<file path="config.mk">
export PLATFORM = sky130hd
export DESIGN_NAME = rse_geom
export DESIGN_NICKNAME = d
export VERILOG_FILES = /design/src/hw/rtl/rotated_segment_endpoints_defines.svh /design/src/hw/rtl/rse_pkg.sv /design/src/hw/rtl/rse_geom.sv
export SDC_FILE = /design/constraint.sdc
export NUM_CORES = 2
export LEC_CHECK = 0
export BUFFER_PORTS_ARGS = -buffer_cell sky130_fd_sc_hd__buf_2
export CORE_MARGIN = 5
export CORE_UTILIZATION = 60
export DETAILED_ROUTE_END_ITERATION = 16
export PLACE_DENSITY = 0.8
export SYNTH_ARGS = -nofsm -noshare
export SYNTH_HDL_FRONTEND = slang
export SYNTH_SLANG_ARGS = --single-unit
</file>
<file path="constraint.sdc">
create_clock -name i_clk -period 7.6 [get_ports i_clk]
set_input_delay 0 -clock i_clk [delete_from_list [all_inputs] [get_ports i_clk]]
set_output_delay 0 -clock i_clk [all_outputs]
set_load 0.02 [all_outputs]
</file>
<file path="src/hw/rtl/rotated_segment_endpoints_defines.svh">
// assertion macros for the rotated segment endpoints block
// no dependencies; included by the top level
`ifndef ROTATED_SEGMENT_ENDPOINTS_DEFINES_SVH
`define ROTATED_SEGMENT_ENDPOINTS_DEFINES_SVH

// implication checked on every rising clock edge outside reset
`define RSE_ASSERT_IMPL(lbl, clk, rst_n, ante, cons, msg) \
    lbl: assert property (@(posedge clk) disable iff (!rst_n) (ante) |-> (cons)) \
        else $error(msg);

// next-cycle implication checked outside reset
`define RSE_ASSERT_NEXT(lbl, clk, rst_n, ante, cons, msg) \
    lbl: assert property (@(posedge clk) disable iff (!rst_n) (ante) |=> (cons)) \
        else $error(msg);

`endif

</file>
<file path="src/hw/rtl/rse_pkg.sv">
// package for the rotated segment endpoints block: beat types, constants, atan table
// no dependencies
package rse_pkg;

    localparam int unsigned CordicStagesDef = 16;
    localparam int unsigned CordicMax       = 24;

    // register indexes
    localparam logic [1:0] RegLengthRatio  = 2'd0;
    localparam logic [1:0] RegOffsetX      = 2'd1;
    localparam logic [1:0] RegOffsetYRatio = 2'd2;

    typedef struct packed {
        logic signed [23:0] anchor_x;
        logic signed [23:0] anchor_y;
        logic        [15:0] turn_angle;
        logic        [22:0] body_height;
    } t_in_beat;

    typedef struct packed {
        logic signed [23:0] front_x;
        logic signed [23:0] front_y;
        logic signed [23:0] rear_x;
        logic signed [23:0] rear_y;
        logic signed [15:0] dir_x;
        logic signed [15:0] dir_y;
    } t_out_beat;

    // pipeline flow control shared by the stage modules
    typedef struct packed {
        logic adv;
    } t_pipe_ctl;

    function automatic logic [31:0] atan_turn(input logic [4:0] i);
        logic [31:0] v;
        case (i)
            5'd0:  v = 32'h20000000;  5'd1:  v = 32'h12E4051E;
            5'd2:  v = 32'h09FB385B;  5'd3:  v = 32'h051111D4;
            5'd4:  v = 32'h028B0D43;  5'd5:  v = 32'h0145D7E1;
            5'd6:  v = 32'h00A2F61E;  5'd7:  v = 32'h00517C55;
            5'd8:  v = 32'h0028BE53;  5'd9:  v = 32'h00145F2F;
            5'd10: v = 32'h000A2F98;  5'd11: v = 32'h000517CC;
            5'd12: v = 32'h00028BE6;  5'd13: v = 32'h000145F3;
            5'd14: v = 32'h0000A2FA;  5'd15: v = 32'h0000517D;
            5'd16: v = 32'h000028BE;  5'd17: v = 32'h0000145F;
            5'd18: v = 32'h00000A30;  5'd19: v = 32'h00000518;
            5'd20: v = 32'h0000028C;  5'd21: v = 32'h00000146;
            5'd22: v = 32'h000000A3;  5'd23: v = 32'h00000051;
            default: v = 32'h0;
        endcase
        return v;
    endfunction

endpackage

</file>
<file path="src/hw/rtl/rse_geom.sv">
// local segment geometry pipeline: half length, centre y, front and rear y, zero-length flag
// depends on rse_pkg
module rse_geom
    import rse_pkg::*;
#(
    parameter int unsigned DEPTH = 4
) (
    input  logic               i_clk,
    input  t_pipe_ctl          i_ctl,
    input  logic        [22:0] i_height,
    input  logic        [15:0] i_len_ratio,
    input  logic signed [15:0] i_oy_ratio,
    output logic signed [25:0] o_fy,
    output logic signed [25:0] o_ry,
    output logic               o_zero
);
    logic        [38:0] r_hl;
    logic signed [39:0] r_hy;
    logic signed [25:0] r_fy [0:DEPTH-1];
    logic signed [25:0] r_ry [0:DEPTH-1];
    logic               r_zero [0:DEPTH-1];
    logic        [24:0] half;
    logic signed [25:0] cy;

    // products
    always_ff @(posedge i_clk) begin
        if (i_ctl.adv) begin
            r_hl <= 39'(i_height) * 39'(i_len_ratio);
            r_hy <= $signed({17'b0, i_height}) * 40'(i_oy_ratio);
        end
    end

    assign half = 25'((r_hl + 39'd16384) >> 15);
    assign cy   = 26'((r_hy + 40'sd8192) >>> 14);

    // endpoints then delay line
    always_ff @(posedge i_clk) begin
        if (i_ctl.adv) begin
            r_fy[0]   <= cy - $signed({1'b0, half});
            r_ry[0]   <= cy + $signed({1'b0, half});
            r_zero[0] <= (r_hl == '0);
            for (int k = 1; k < DEPTH; k++) begin
                r_fy[k]   <= r_fy[k-1];
                r_ry[k]   <= r_ry[k-1];
                r_zero[k] <= r_zero[k-1];
            end
        end
    end

    assign o_fy   = r_fy[DEPTH-1];
    assign o_ry   = r_ry[DEPTH-1];
    assign o_zero = r_zero[DEPTH-1];
endmodule

</file>
### Word level (Yosys, flattened, before mapping)

Memory sizes are Yosys's and may differ from the RTL's.
Cells that the tools add are included.

* add/subtract/negate cells: 4
* muxes and demuxes: 2
* reductions and logical operators: 1
* $mul: 2

Operators with widths (count)
* $add 40x15->40 const B: 1
* $mul 24x16->40: 1
* $add 39x15->39 const B: 1
* $logic_not 39->1: 1
* $mul 23x16->39: 1
* $add 26x25->26: 1
* $sub 26x25->26: 1
* $mux 1: 2

* memories kept: 3
* bits in writable memories: 212
* output and inout bits: 53
* flip-flop bits (word level): 79

Memories
* r_fy: words 4, bits a word 26, rd ports 4, clocked after Yosys merged registers in 0, wr ports 4, RTL line rse_geom.sv:19 `logic signed [25:0] r_fy [0:DEPTH-1];`
* r_ry: words 4, bits a word 26, rd ports 4, clocked after Yosys merged registers in 0, wr ports 4, RTL line rse_geom.sv:20 `logic signed [25:0] r_ry [0:DEPTH-1];`
* r_zero: words 4, bits a word 1, rd ports 4, clocked after Yosys merged registers in 0, wr ports 4, RTL line rse_geom.sv:21 `logic r_zero [0:DEPTH-1];`

### Longest topological paths before layout

* depth in word-level cells: 2
* depth in mapped cells: 24
* gate-level depth less buffers: 23

### Least setup slack after synthesis

OpenSTA, ideal clock, no wires.

* path kind: input-to-reg
* start: input port i_len_ratio[1]
* end: register r_hl[34] (data pin)
* setup slack: 1.922 ns
* arrival: 5.413 ns
* required time: 7.335 ns
* stages: 23
* cells stage by stage: clkbuf_1 > nand2_1 > fa_1 > inv_1 > fa_1 > inv_1 > fa_1 > inv_1 > fa_1 > fa_1 > inv_1 > fa_1 > inv_1 > ha_1 > and4_1 > a21oi_1 > o211ai_1 > a21oi_2 > a21oi_2 > a221o_1 > a21oi_2 > o21ai_0 > xor2_1

* cells in the longest elaborated chain, start to end: 1

RTL lines
* start, declared: RTL line rse_geom.sv:11 `input logic [15:0] i_len_ratio,`
* $mul 23x16->39: RTL line rse_geom.sv:28 `r_hl <= 39'(i_height) * 39'(i_len_ratio);`
* end signal, assigned: RTL line rse_geom.sv:28
* end, declared: RTL line rse_geom.sv:17 `logic [38:0] r_hl;`

No other way between the ends.
A chain may end at the register's enable or synchronous reset.

### Worst setup path in the final report

* start: input port i_height[12]
* end: register r_hl[34] (data pin)

* cells in the longest elaborated chain, start to end: 1

RTL lines
* start, declared: RTL line rse_geom.sv:10 `input logic [22:0] i_height,`
* $mul 23x16->39: RTL line rse_geom.sv:28

No other way between the ends.

==> impl_metrics.json <==
{
  "grt_pass1_wl_mm": 130,
  "hold_path.class": "input pin to flop",
  "clk_pin_slew_worst_paths_ns": 0.06,
  "outcome": "complete, no violations",
  "vias_per_cell": 5.51,
  "clkLatencyLatePin_ns": 0.53,
  "synth_warnings": 0,
  "start_util_pct": 60.2,
  "syn_area_um2": 35400,
  "worst_slew_pin_slew_ns": 1.08,
  "yosysUniqueCellTypes": 71,
  "io_buffers": 109,
  "grt_usage_pct": 25.0,
  "start_kind": "input pin",
  "drive_above_1_share_pct": 5.16,
  "fp.dieW_um": 253,
  "initialDrtViolationCount": 1647,
  "crit_chain": "buf_2, nand2_1, fa_1, inv_1, fa_1, inv_1, fa_1, inv_1, fa_1, fa_1, inv_1, fa_1, inv_1, ha_1, and4_1, a21oi_1, o211ai_1, a21oi_2, a21oi_2, a221o_1, a21oi_2, o21ai_0, xor2_1",
  "hold_viol_final": 0,
  "dieHeight_um": 253,
  "post_drt_wl_per_cell_um": 17.9,
  "clock_sinks": 274,
  "r2r_end": "r_fy[0][19]",
  "syn-num-nets": 4469,
  "max_stage_delay_ns": 0.61,
  "antenna_found_initial": 1,
  "cts_inserted_buffers": 24,
  "cts_htree_levels": 1,
  "yosys.area.top_type": "fa_1",
  "rsz0062_at_grt": "false",
  "period_share_pct": 78.2,
  "area_growth_pct": 5.14,
  "firstDrtPassIters": 6,
  "crit_type": "input pin to flop",
  "cts_tree": "yes",
  "gp_congestion": 0.934,
  "clock.fmax_ghz": 0.168,
  "cts_setup_buffers": 0,
  "cpMaxStageDelayCell": "buf_2",
  "reg2reg_slack_ns": 3.24,
  "placementRows": 89,
  "crit_fanout": 32,
  "dp_hpwl_mm": 59.4,
  "ys_top_cells_by_area": "fa_1, edfxtp_1, ha_1",
  "cts_root_buf": "clkbuf_16",
  "hold_depth": 1,
  "grt_pass1_vias": 25600,
  "clock_tree.buffer_depth": 3,
  "min_from": "i_ctl",
  "timing.rr.start": "r_hy[16]",
  "vias": 23800,
  "cts_hold_buf": 0,
  "cts-resized-gates": 0,
  "cp-end-kind": "flop",
  "overflow": 0,
  "fin_nets": 4465,
  "critPathArrivalTime_ns": 6.20,
  "synth-seq-cells": 274,
  "io_pins": 110,
  "netlist.area_leader.share_pct": 33.1,
  "core_um2": 58700,
  "cp_common_cell": "fa_1",
  "synth.avg_cell_area_um2": 10.0,
  "worstPathRequired_ns": 7.86,
  "final_max_slew_viol_count": 0,
  "crit_family": "adder cells",
  "fin_crit_ns": 5.94,
  "holdPathEnd": "r_fy[1][0]",
  "ys_seq_area_share_pct": 23.3,
  "synth_flop_cell": "edfxtp_1",
  "clock_skew_ns": 0.0191,
  "drtAntennaViolNets": 0,
  "yosysMostFrequentCell": "inv_1",
  "slew_headroom_pct": 28.2,
  "setup_viol": 0,
  "synth-edff-count": 274,
  "grt_max_degree": 115,
  "tns_ns": 0,
  "cap_violations": 0,
  "wl_mm": 77.4,
  "async_flop_share_pct": 0,
  "crit_buf_inv": 6,
  "syn_inst": 3532,
  "rr_worst_depth": 15,
  "ys_top_cells_by_count": "inv_1, fa_1, nand2_1",
  "drc": 0,
  "dieArea_um2": 63900
}
-- cells by family after synthesis --
family / Yosys count / synth area share (%)
flops: 274 / 23.3
fa+ha+maj: 880 / 43.6
buf+inv: 908 / 9.69
simple gates: 1024 / 14.1
compound gates: 291 / 5.49
xor+xnor: 155 / 3.84
-- routing by layer --
layer | routed length [um] | GRT usage [%]
met4 | 2920 | 8.14
met3 | 7420 | 4.63
met2 | 35300 | 40.2
met5 | 0 | 0
met1 | 31800 | 34.9
-- registers in the layout, summed over array words and instances, names as in the netlist --
register / count
r_hy: 27
r_fy: 104
r_zero: 4
r_hl: 39
r_ry: 100
-- worst max-delay path by stage --
stage,end,depth (start not counted),startpoint
final,r_hl[34],23,i_height[12]
after floorplan,r_hl[34],23,i_len_ratio[1]
after detailed placement,r_hy[39],21,i_height[11]
after global placement,r_hl[34],21,i_height[11]
after global routing,r_hl[34],23,i_height[12]
after CTS,r_hl[34],21,i_height[11]
-- layout make-up --
class	instances	area [um2]
multi-input combinational	2350	23700
fill	4654	21500
sequential	274	8230
inverter	760	2850
tap	773	967
clock buffer	29	641
timing repair buffer	118	623
clock inverter	15	158
antenna	1	2.50
-- per-stage QoR --
stage	instances	util (%)	hold WS [ns]	cell area (um2)	setup slack [ns]
2_1_floorplan	3532	-	0.112	35400	1.92
3_3_place_gp	4275	62.0	0.402	36400	1.26
3_5_place_dp	4275	62.0	0.405	36400	1.13
4_1_cts	4319	63.3	0.0234	37200	1.70
5_1_grt	4319	63.3	0.0418	37200	1.32
6_report	4320	63.3	0.0000993	37200	1.66
-- placed cells by master (no fill, tap or decap), types with 6 or more instances in the layout --
master     Yosys  final
a21oi_1       97     97
xor2_1        44     44
o21a_1        15     15
nor4_1        12     12
edfxtp_1     274    274
nand2_1      451    451
o21bai_1      17     17
a21o_1        40     40
nor3_1        22     22
o211ai_1       7      7
ha_1         295    295
and3_1        22     22
nor2_1        94     94
o21ai_0       45     45
clkbuf_16      0     25
inv_6          0      6
nor2b_1       14     14
fa_1         585    585
nand2b_1      18     18
buf_4          2      9
and2_1       323    323
xnor2_1      111    111
inv_1        757    757
nand3_1       34     34
o31ai_1        6      6
nand4_1       19     19
buf_2          3    108
a31oi_1        8      8
Power is not shown: default switching activity piles up to over one toggle a cycle in this logic, so the estimate is an artifact.
