`src/hw/rtl/rotated_segment_endpoints_defines.svh`:
```
// assertion macros for the rotated segment endpoints block
// no dependencies; included by the top level
`ifndef ROTATED_SEGMENT_ENDPOINTS_DEFINES_SVH
`define ROTATED_SEGMENT_ENDPOINTS_DEFINES_SVH

// implication checked on every rising clock edge outside reset
`define RSE_ASSERT_IMPL(lbl, clk, rst_n, ante, cons, msg) \
    lbl: assert property (@(posedge clk) disable iff (!rst_n) (ante) |-> (cons)) \
        else $error(msg);

// next-cycle implication checked outside reset
`define RSE_ASSERT_NEXT(lbl, clk, rst_n, ante, cons, msg) \
    lbl: assert property (@(posedge clk) disable iff (!rst_n) (ante) |=> (cons)) \
        else $error(msg);

`endif

```
`src/hw/rtl/rse_pkg.sv`:
```
// package for the rotated segment endpoints block: beat types, constants, atan table
// no dependencies
package rse_pkg;

    localparam int unsigned CordicStagesDef = 16;
    localparam int unsigned CordicMax       = 24;

    // register indexes
    localparam logic [1:0] RegLengthRatio  = 2'd0;
    localparam logic [1:0] RegOffsetX      = 2'd1;
    localparam logic [1:0] RegOffsetYRatio = 2'd2;

    typedef struct packed {
        logic signed [23:0] anchor_x;
        logic signed [23:0] anchor_y;
        logic        [15:0] turn_angle;
        logic        [22:0] body_height;
    } t_in_beat;

    typedef struct packed {
        logic signed [23:0] front_x;
        logic signed [23:0] front_y;
        logic signed [23:0] rear_x;
        logic signed [23:0] rear_y;
        logic signed [15:0] dir_x;
        logic signed [15:0] dir_y;
    } t_out_beat;

    // pipeline flow control shared by the stage modules
    typedef struct packed {
        logic adv;
    } t_pipe_ctl;

    function automatic logic [31:0] atan_turn(input logic [4:0] i);
        logic [31:0] v;
        case (i)
            5'd0:  v = 32'h20000000;  5'd1:  v = 32'h12E4051E;
            5'd2:  v = 32'h09FB385B;  5'd3:  v = 32'h051111D4;
            5'd4:  v = 32'h028B0D43;  5'd5:  v = 32'h0145D7E1;
            5'd6:  v = 32'h00A2F61E;  5'd7:  v = 32'h00517C55;
            5'd8:  v = 32'h0028BE53;  5'd9:  v = 32'h00145F2F;
            5'd10: v = 32'h000A2F98;  5'd11: v = 32'h000517CC;
            5'd12: v = 32'h00028BE6;  5'd13: v = 32'h000145F3;
            5'd14: v = 32'h0000A2FA;  5'd15: v = 32'h0000517D;
            5'd16: v = 32'h000028BE;  5'd17: v = 32'h0000145F;
            5'd18: v = 32'h00000A30;  5'd19: v = 32'h00000518;
            5'd20: v = 32'h0000028C;  5'd21: v = 32'h00000146;
            5'd22: v = 32'h000000A3;  5'd23: v = 32'h00000051;
            default: v = 32'h0;
        endcase
        return v;
    endfunction

endpackage

```
`src/hw/rtl/rse_cordic.sv`:
```
// pipelined rotation-mode cordic: one micro-rotation per register stage
// depends on rse_pkg
module rse_cordic
    import rse_pkg::*;
#(
    parameter int unsigned STAGES = CordicStagesDef
) (
    input  logic               i_clk,
    input  t_pipe_ctl          i_ctl,
    input  logic        [15:0] i_angle,
    output logic signed [15:0] o_cos,
    output logic signed [15:0] o_sin
);
    localparam int unsigned N = (STAGES > CordicMax) ? CordicMax : STAGES;

    logic signed [33:0] r_x [0:N];
    logic signed [33:0] r_y [0:N];
    logic signed [33:0] r_z [0:N];
    logic        [1:0]  r_q [0:N];
    logic signed [33:0] r_c, r_s;

    logic [31:0] ang;
    logic [1:0]  q0;
    logic [31:0] d0;

    // quadrant reduction
    always_comb begin
        ang = {i_angle, 16'h0};
        q0  = 2'((ang + 32'h20000000) >> 30);
        d0  = ang - {q0, 30'h0};
    end

    always_ff @(posedge i_clk) begin
        if (i_ctl.adv) begin
            r_x[0] <= 34'sh026DD3B6A;
            r_y[0] <= '0;
            r_z[0] <= 34'(signed'(d0));
            r_q[0] <= q0;
        end
    end

    // micro-rotation stages
    for (genvar g = 0; g < N; g++) begin : g_stage
        logic signed [33:0] xs, ys, at;
        assign xs = r_x[g] >>> g;
        assign ys = r_y[g] >>> g;
        assign at = 34'(signed'({1'b0, atan_turn(5'(g))}));
        always_ff @(posedge i_clk) begin
            if (i_ctl.adv) begin
                r_q[g+1] <= r_q[g];
                if (!r_z[g][33]) begin
                    r_x[g+1] <= r_x[g] - ys;
                    r_y[g+1] <= r_y[g] + xs;
                    r_z[g+1] <= r_z[g] - at;
                end else begin
                    r_x[g+1] <= r_x[g] + ys;
                    r_y[g+1] <= r_y[g] - xs;
                    r_z[g+1] <= r_z[g] + at;
                end
            end
        end
    end

    // quadrant fix-up
    always_ff @(posedge i_clk) begin
        if (i_ctl.adv) begin
            case (r_q[N])
                2'd1:    begin r_c <= -r_y[N]; r_s <= r_x[N];  end
                2'd2:    begin r_c <= -r_x[N]; r_s <= -r_y[N]; end
                2'd3:    begin r_c <= r_y[N];  r_s <= -r_x[N]; end
                default: begin r_c <= r_x[N];  r_s <= r_y[N];  end
            endcase
        end
    end

    // round to q1.14 and clamp
    function automatic logic signed [15:0] rnd(input logic signed [33:0] v);
        logic signed [33:0] t;
        t = (v + 34'sd32768) >>> 16;
        if (t > 34'sd16384)       return 16'sd16384;
        else if (t < -34'sd16384) return -16'sd16384;
        else                      return t[15:0];
    endfunction

    assign o_cos = rnd(r_c);
    assign o_sin = rnd(r_s);
endmodule

```
`config.mk`:
```
export PLATFORM = sky130hd
export DESIGN_NAME = rse_cordic
export DESIGN_NICKNAME = d
export VERILOG_FILES = /design/src/hw/rtl/rotated_segment_endpoints_defines.svh /design/src/hw/rtl/rse_pkg.sv /design/src/hw/rtl/rse_cordic.sv
export SDC_FILE = /design/constraint.sdc
export NUM_CORES = 2
export LEC_CHECK = 0
export BUFFER_PORTS_ARGS = -buffer_cell sky130_fd_sc_hd__buf_2
export CAP_MARGIN = 0
export CORE_ASPECT_RATIO = 0.5
export CORE_MARGIN = 1.5
export CORE_UTILIZATION = 44
export CTS_BUF_LIST = sky130_fd_sc_hd__clkbuf_2
export DETAILED_ROUTE_END_ITERATION = 8
export PLACE_DENSITY_LB_ADDON = 0.1
export SYNTH_ARGS = -nofsm -noshare
export SYNTH_HDL_FRONTEND = slang
export SYNTH_SLANG_ARGS = --single-unit
export TNS_END_PERCENT = 1
```
`constraint.sdc`:
```
create_clock -name i_clk -period 6.2 [get_ports i_clk]
set_input_delay 0 -clock i_clk [delete_from_list [all_inputs] [get_ports i_clk]]
set_output_delay 0 -clock i_clk [all_outputs]
set_load 0.02 [all_outputs]
```
Word-level counts from Yosys, hierarchy flattened
Memories as Yosys holds them, arrays and structs flattened.
Index checks and enable logic that the tools add are counted.
{"block": "totals", "n_memories": 4, "mem_bits_ro": 0, "register_bits": 68, "latchBits": 0, "ramBits": 1768, "out_inout_bits": 32}
{"memory": "r_x", "words": 17, "width": 34, "rd": 17, "rd_ports_with_merged_regs": 0, "write_ports": 17, "line": "rse_cordic.sv:16", "rtl": "logic signed [33:0] r_x [0:N];"}
{"memory": "r_y", "words": 17, "width": 34, "rd": 17, "rd_ports_with_merged_regs": 0, "write_ports": 17, "line": "rse_cordic.sv:17", "rtl": "logic signed [33:0] r_y [0:N];"}
{"memory": "r_z", "words": 17, "width": 34, "rd": 16, "rd_ports_with_merged_regs": 0, "write_ports": 17, "line": "rse_cordic.sv:18", "rtl": "logic signed [33:0] r_z [0:N];"}
{"memory": "r_q", "words": 17, "width": 2, "rd": 17, "rd_ports_with_merged_regs": 0, "write_ports": 17, "line": "rse_cordic.sv:19", "rtl": "logic [1:0] r_q [0:N];"}
{"block": "classes", "order_cmp": 4, "eq_ne": 3, "shifts": 0, "n_addsub": 101, "div_mod_pow": 0, "bitwise": 48, "muxes": 152, "mul": 0, "n_reduce_logical": 0}
{"operator": "2-to-1 mux 34 bit", "count": 48}
{"operator": "one-hot mux 34 bit (3 select lines)", "count": 2}
{"operator": "adder 34 x 17 -> 34 bit (second input constant)", "count": 3}
{"operator": "2-to-1 mux 1 bit", "count": 98}
{"operator": "adder 34 x 19 -> 34 bit", "count": 2}
{"operator": "adder 34 x 20 -> 34 bit", "count": 2}
{"operator": "adder 34 x 21 -> 34 bit", "count": 2}
{"operator": "adder 34 x 22 -> 34 bit", "count": 2}
{"operator": "adder 34 x 23 -> 34 bit", "count": 2}
{"operator": "adder 34 x 24 -> 34 bit", "count": 2}
{"operator": "adder 34 x 25 -> 34 bit", "count": 2}
{"operator": "adder 34 x 26 -> 34 bit", "count": 2}
{"operator": "adder 34 x 27 -> 34 bit", "count": 2}
{"operator": "adder 34 x 28 -> 34 bit", "count": 2}
{"operator": "adder 34 x 29 -> 34 bit", "count": 2}
{"operator": "adder 34 x 30 -> 34 bit", "count": 2}
{"operator": "adder 34 x 31 -> 34 bit", "count": 2}
{"operator": "adder 34 x 32 -> 34 bit", "count": 2}
{"operator": "adder 34 x 33 -> 34 bit", "count": 2}
{"operator": "negator 34 bit", "count": 2}
{"operator": "subtractor 34 x 19 -> 34 bit", "count": 2}
{"operator": "subtractor 34 x 20 -> 34 bit", "count": 2}
{"operator": "subtractor 34 x 21 -> 34 bit", "count": 2}
{"operator": "subtractor 34 x 22 -> 34 bit", "count": 2}
{"operator": "52 further kinds", "count": 117}

Logic depth before layout (Yosys ltp)
An unclocked memory read counts as a cell.
{"block": "depth", "word_depth": 5, "ltp_mapped": 21, "depth_no_buf": 21}

Worst setup path after synthesis
Ideal clock, no wire load.
{"block": "synth_timing", "path_type": "reg2reg", "start": "mem r_y[15][19]", "end": "mem r_x[16][32], data pin", "path_stages_with_launch": 19, "path_buffers": 1, "path_slack_ps": 1309, "required_ps": 5941, "arrival_ps": 4632, "cell_sequence": "edfxtp_1 > or4_1 > or3_1 > or4b_2 > nor3_1 > a21oi_1 > xor2_1 > ha_1 > clkbuf_1 > a21o_1 > a21oi_1 > nor2_1 > a21oi_1 > o31ai_1 > or4_1 > a31o_2 > a21oi_1 > o21ai_0 > xnor2_1"}
{"element": "from (decl)", "line": "rse_cordic.sv:17"}
{"element": "to (decl)", "line": "rse_cordic.sv:16"}

==> impl_results.md <==
* Largest area contributor in the netlist: edfxtp_1
* CP Launch Type: flip-flop
* Die W at between 700 and 800 µm
* Global Route Usage Sum at 21.0%
* Starting density of the core at approximately 44%
* Final WS setup at just under 0.8 ns
* RSZ-0062 raised after global routing: no
* Yosys top cell area share at a little over a third
* Kind of critical path: reg -> reg
* Residual DRC at 0
* Final Setup Violations at 0
* Worst Setup EP: r_x[16][32]$_DFFE_PP_
* Layout area overhead at 7.13%
* Worst flop-to-flop path startpoint: r_y[15][19]$_DFFE_PP_
* Crit-path leading delay family: simple AND/OR/NAND/NOR gates
* Post-layout min period at approximately 5.4 ns
* Via count at between 90k and 100k
* Detail Route Antenna Nets at 0
* Mapped Avg Cell Area at between 9 and 10 µm²
* Slowest cell on the critical path: or4b_2
* Post-DP HPWL at 249,000 µm
* Clock Pin Slew Worst Setup and Hold Paths at 0.15 ns
* Worst endpoint required time at between 7 and 8 ns
* IO Pins at 50
* Final std cells w/o fill at roughly 18k
* Yosys reg bits at approximately 1.5k
* Layout cells sized above 1 at 6.27%
* Synth Cell Area at between 100,000 and 150,000 µm²
* Sequential element share of the synthesized area at 36.2%
* Die area at 290,000 µm²
* Actual slew at the worst max-slew pin at between 1 and 1.5 ns
* Post-CTS sizing at 0
* RePlAce Congestion at 0.914
* Final hold viol count at 0
* Clock skew at ~0.16 ns
* Worst hold path class: reg -> reg
* WL/cell at about 18 µm
* Clk sinks at between 1.5k and 2k
* Worst-path cell chain: or4_1 > or3_1 > or4b_2 > nor3_1 > a21oi_1 > xor2_1 > ha_1 > a21o_1 > a21oi_1 > nor2_1 > a21oi_1 > o31ai_1 > or4_1 > a31o_2 > a21oi_1 > o21ai_0 > xnor2_1
* Starting DRT DRC Count at roughly 5.2k
* Row count at around 140
* Capture point of the worst reg-to-reg path: r_x[16][32]$_DFFE_PP_
* Post-synth EDFFs at about 1.5k
* Synthesized Nets at about 15k
* Cell Count Post-Placement at between 15k and 20k
* Max incr delay on CP at between 0.6 and 0.7 ns
* Clk Latency, worst-skew pair at roughly 1.8 ns
* DP Worst Slack at between 0.8 and 0.9 ns
* CP arrival at 6.87 ns
* Vias in the first global route at approximately 94k
* Setup bufs post-CTS at 0
* Worst Setup SP: r_y[15][19]$_DFFE_PP_
* Final Cycle Share at between 80 and 90%
* Ys async rst share at 0%
* Endpoint class of the critical path: flip-flop
* Synth cell types at 94
* Clock buffer depth at 4
* Post-DR vias/cell at between 5 and 6
* Design area at approximately 130,000 µm²
* Post-Syn Instances at between 10k and 15k
* Global route total overflow at 0
* FMAX at about 180 MHz
* WL final at ~320,000 µm
* CTS Hold Bufs at 70
* Worst path depth at 17
* Antenna violations before repair at 15
* Global-route wire length before repair at 500,000 µm
* Slew Viols, Final at 0
* Core area at ~280,000 µm²
* CTS tree: built
* Relative slew slack at 24.2%
* I/O Buffers at just under 50
* Largest net degree at the start of global routing at 145
* Yosys warnings at 0
* Crit path buf inv count at 0
* Die Ht at between 300 and 400 µm
* Placed Area at between 100,000 and 150,000 µm²
* Root buf cell: clkbuf_2
* TritonCTS buffer count at between 300 and 400
* Final Net Count at roughly 15k
* Area contributors post-synth: edfxtp_1, ha_1, xnor2_1, a21oi_1, xor2_1
* Worst Path Max Fanout at 8
* Reg2reg setup slack at roughly 0.8 ns
* H-tree Lvls at 5
* Setup TNS at 0 ns
* Worst path most repeated cell: a21oi_1
* TritonRoute pass-1 iters at 6
* Max Cap Viol at 0
* Synth Flop Type: edfxtp_1
* Status: complete, no violations
* Reg2Reg Depth at 17
cells in the final DEF, fill, tap and decap left out, types with 105 or more instances in the layout:
| cell type | count |
|---|---|
| a211oi_1 | 110 |
| nand3_1 | 241 |
| nand2b_1 | 248 |
| nor2_1 | 1028 |
| clkbuf_2 | 503 |
| a21o_1 | 600 |
| o21ai_0 | 746 |
| edfxtp_1 | 1517 |
| xor2_1 | 659 |
| a21oi_1 | 1354 |
| or3_1 | 105 |
| a31oi_1 | 138 |
| o21a_1 | 211 |
| nand2_1 | 718 |
| nor2b_1 | 198 |
| o31ai_1 | 116 |
| inv_1 | 513 |
| xnor2_1 | 1248 |
| and3_1 | 106 |
| ha_1 | 1381 |
| o21bai_1 | 154 |
| nor3_1 | 319 |
how the worst min path moves through the flow:
stage	from	endpoint	slack, ns	depth (start not counted)
final	r_q[0][1]$_DFFE_PP_	r_q[1][1]$_DFFE_PP_	0.39	0
after global placement	i_angle[0]	r_z[0][16]$_DFFE_PP_	0.18	1
after detailed placement	i_angle[10]	r_z[0][26]$_DFFE_PP_	0.18	1
after global routing	r_q[0][1]$_DFFE_PP_	r_q[1][1]$_DFFE_PP_	0.39	0
after CTS	i_angle[11]	r_z[0][27]$_DFFE_PP_	0.24	5
after floorplan	i_angle[0]	r_z[0][16]$_DFFE_PP_	0.1	0
cell type report:
cell class                 instances  area, µm²
fill                           27158     149000
multi-input combinational      10823      77600
sequential                      1517      45600
tap                             3780       4730
clock buffer                     503       2520
inverter                         524       1970
timing repair buffer             209       1700
clock inverter                   140        870
antenna                           13       32.5
Yosys cell counts, types with 23 or more instances:
| library cell | number |
|---|---|
| a2111oi_0 | 31 |
| a211o_1 | 33 |
| a211oi_1 | 110 |
| a21boi_0 | 49 |
| a21o_1 | 600 |
| a21oi_1 | 1354 |
| a221oi_1 | 25 |
| a31o_2 | 33 |
| a31oi_1 | 138 |
| a41oi_1 | 28 |
| and2_1 | 69 |
| and3_1 | 106 |
| and4_1 | 23 |
| buf_1 | 36 |
| clkbuf_1 | 186 |
| edfxtp_1 | 1517 |
| fa_1 | 42 |
| ha_1 | 1381 |
| inv_1 | 514 |
| mux2_2 | 52 |
| mux2i_1 | 64 |
| nand2_1 | 725 |
| nand2b_1 | 248 |
| nand3_1 | 241 |
| nand4_1 | 92 |
| nor2_1 | 1028 |
| nor2b_1 | 198 |
| nor3_1 | 319 |
| nor3b_1 | 36 |
| nor4_1 | 76 |
| o211ai_1 | 64 |
| o21a_1 | 211 |
| o21ai_0 | 746 |
| o21bai_1 | 154 |
| o31a_1 | 40 |
| o31ai_1 | 116 |
| o41ai_1 | 54 |
| or2_2 | 41 |
| or3_1 | 105 |
| or4_1 | 41 |
| xnor2_1 | 1248 |
| xor2_1 | 659 |
kinds of logic (layout without fill, tap and decap cells):
kind of cell,count (synthesis),in the layout,synth area share [%]
adders and majority gates,1423,1423,14.4
and+or+nand+nor,3402,3402,13.1
other,0,13,0
muxes,116,116,0.973
buffers and inverters,757,1376,2.27
xor gates and xnor gates,1907,1907,13.3
DFF,1517,1517,36.2
AOI/OAI and AO/OA,3975,3975,19.9
state kept, by name (all words and copies together) (netlist names):
name	count
r_c	19
r_q	34
r_s	19
r_x	484
r_y	511
r_z	450
per-stage QoR:
stage | hold WS, ns | utilization, %
6_report | 0.390 | 47.5
5_1_grt | 0.393 | 47.5
4_1_cts | 0.242 | 47.5
3_5_place_dp | 0.179 | 46.1
3_3_place_gp | 0.179 | 46.1
2_1_floorplan | 0.0989 | -
routing by layer:
layer / up-vias / global-route usage, % / routed length, µm
li1: 49563 / - / -
met3: 650 / 2.74 / 10100
met1: 44325 / 26.0 / 141000
met2: 1693 / 37.0 / 151000
met4: 4 / 8.31 / 12800
met5: - / 0 / 30
Power is not shown: default switching activity piles up to over one toggle a cycle in this logic, so the estimate is an artifact.
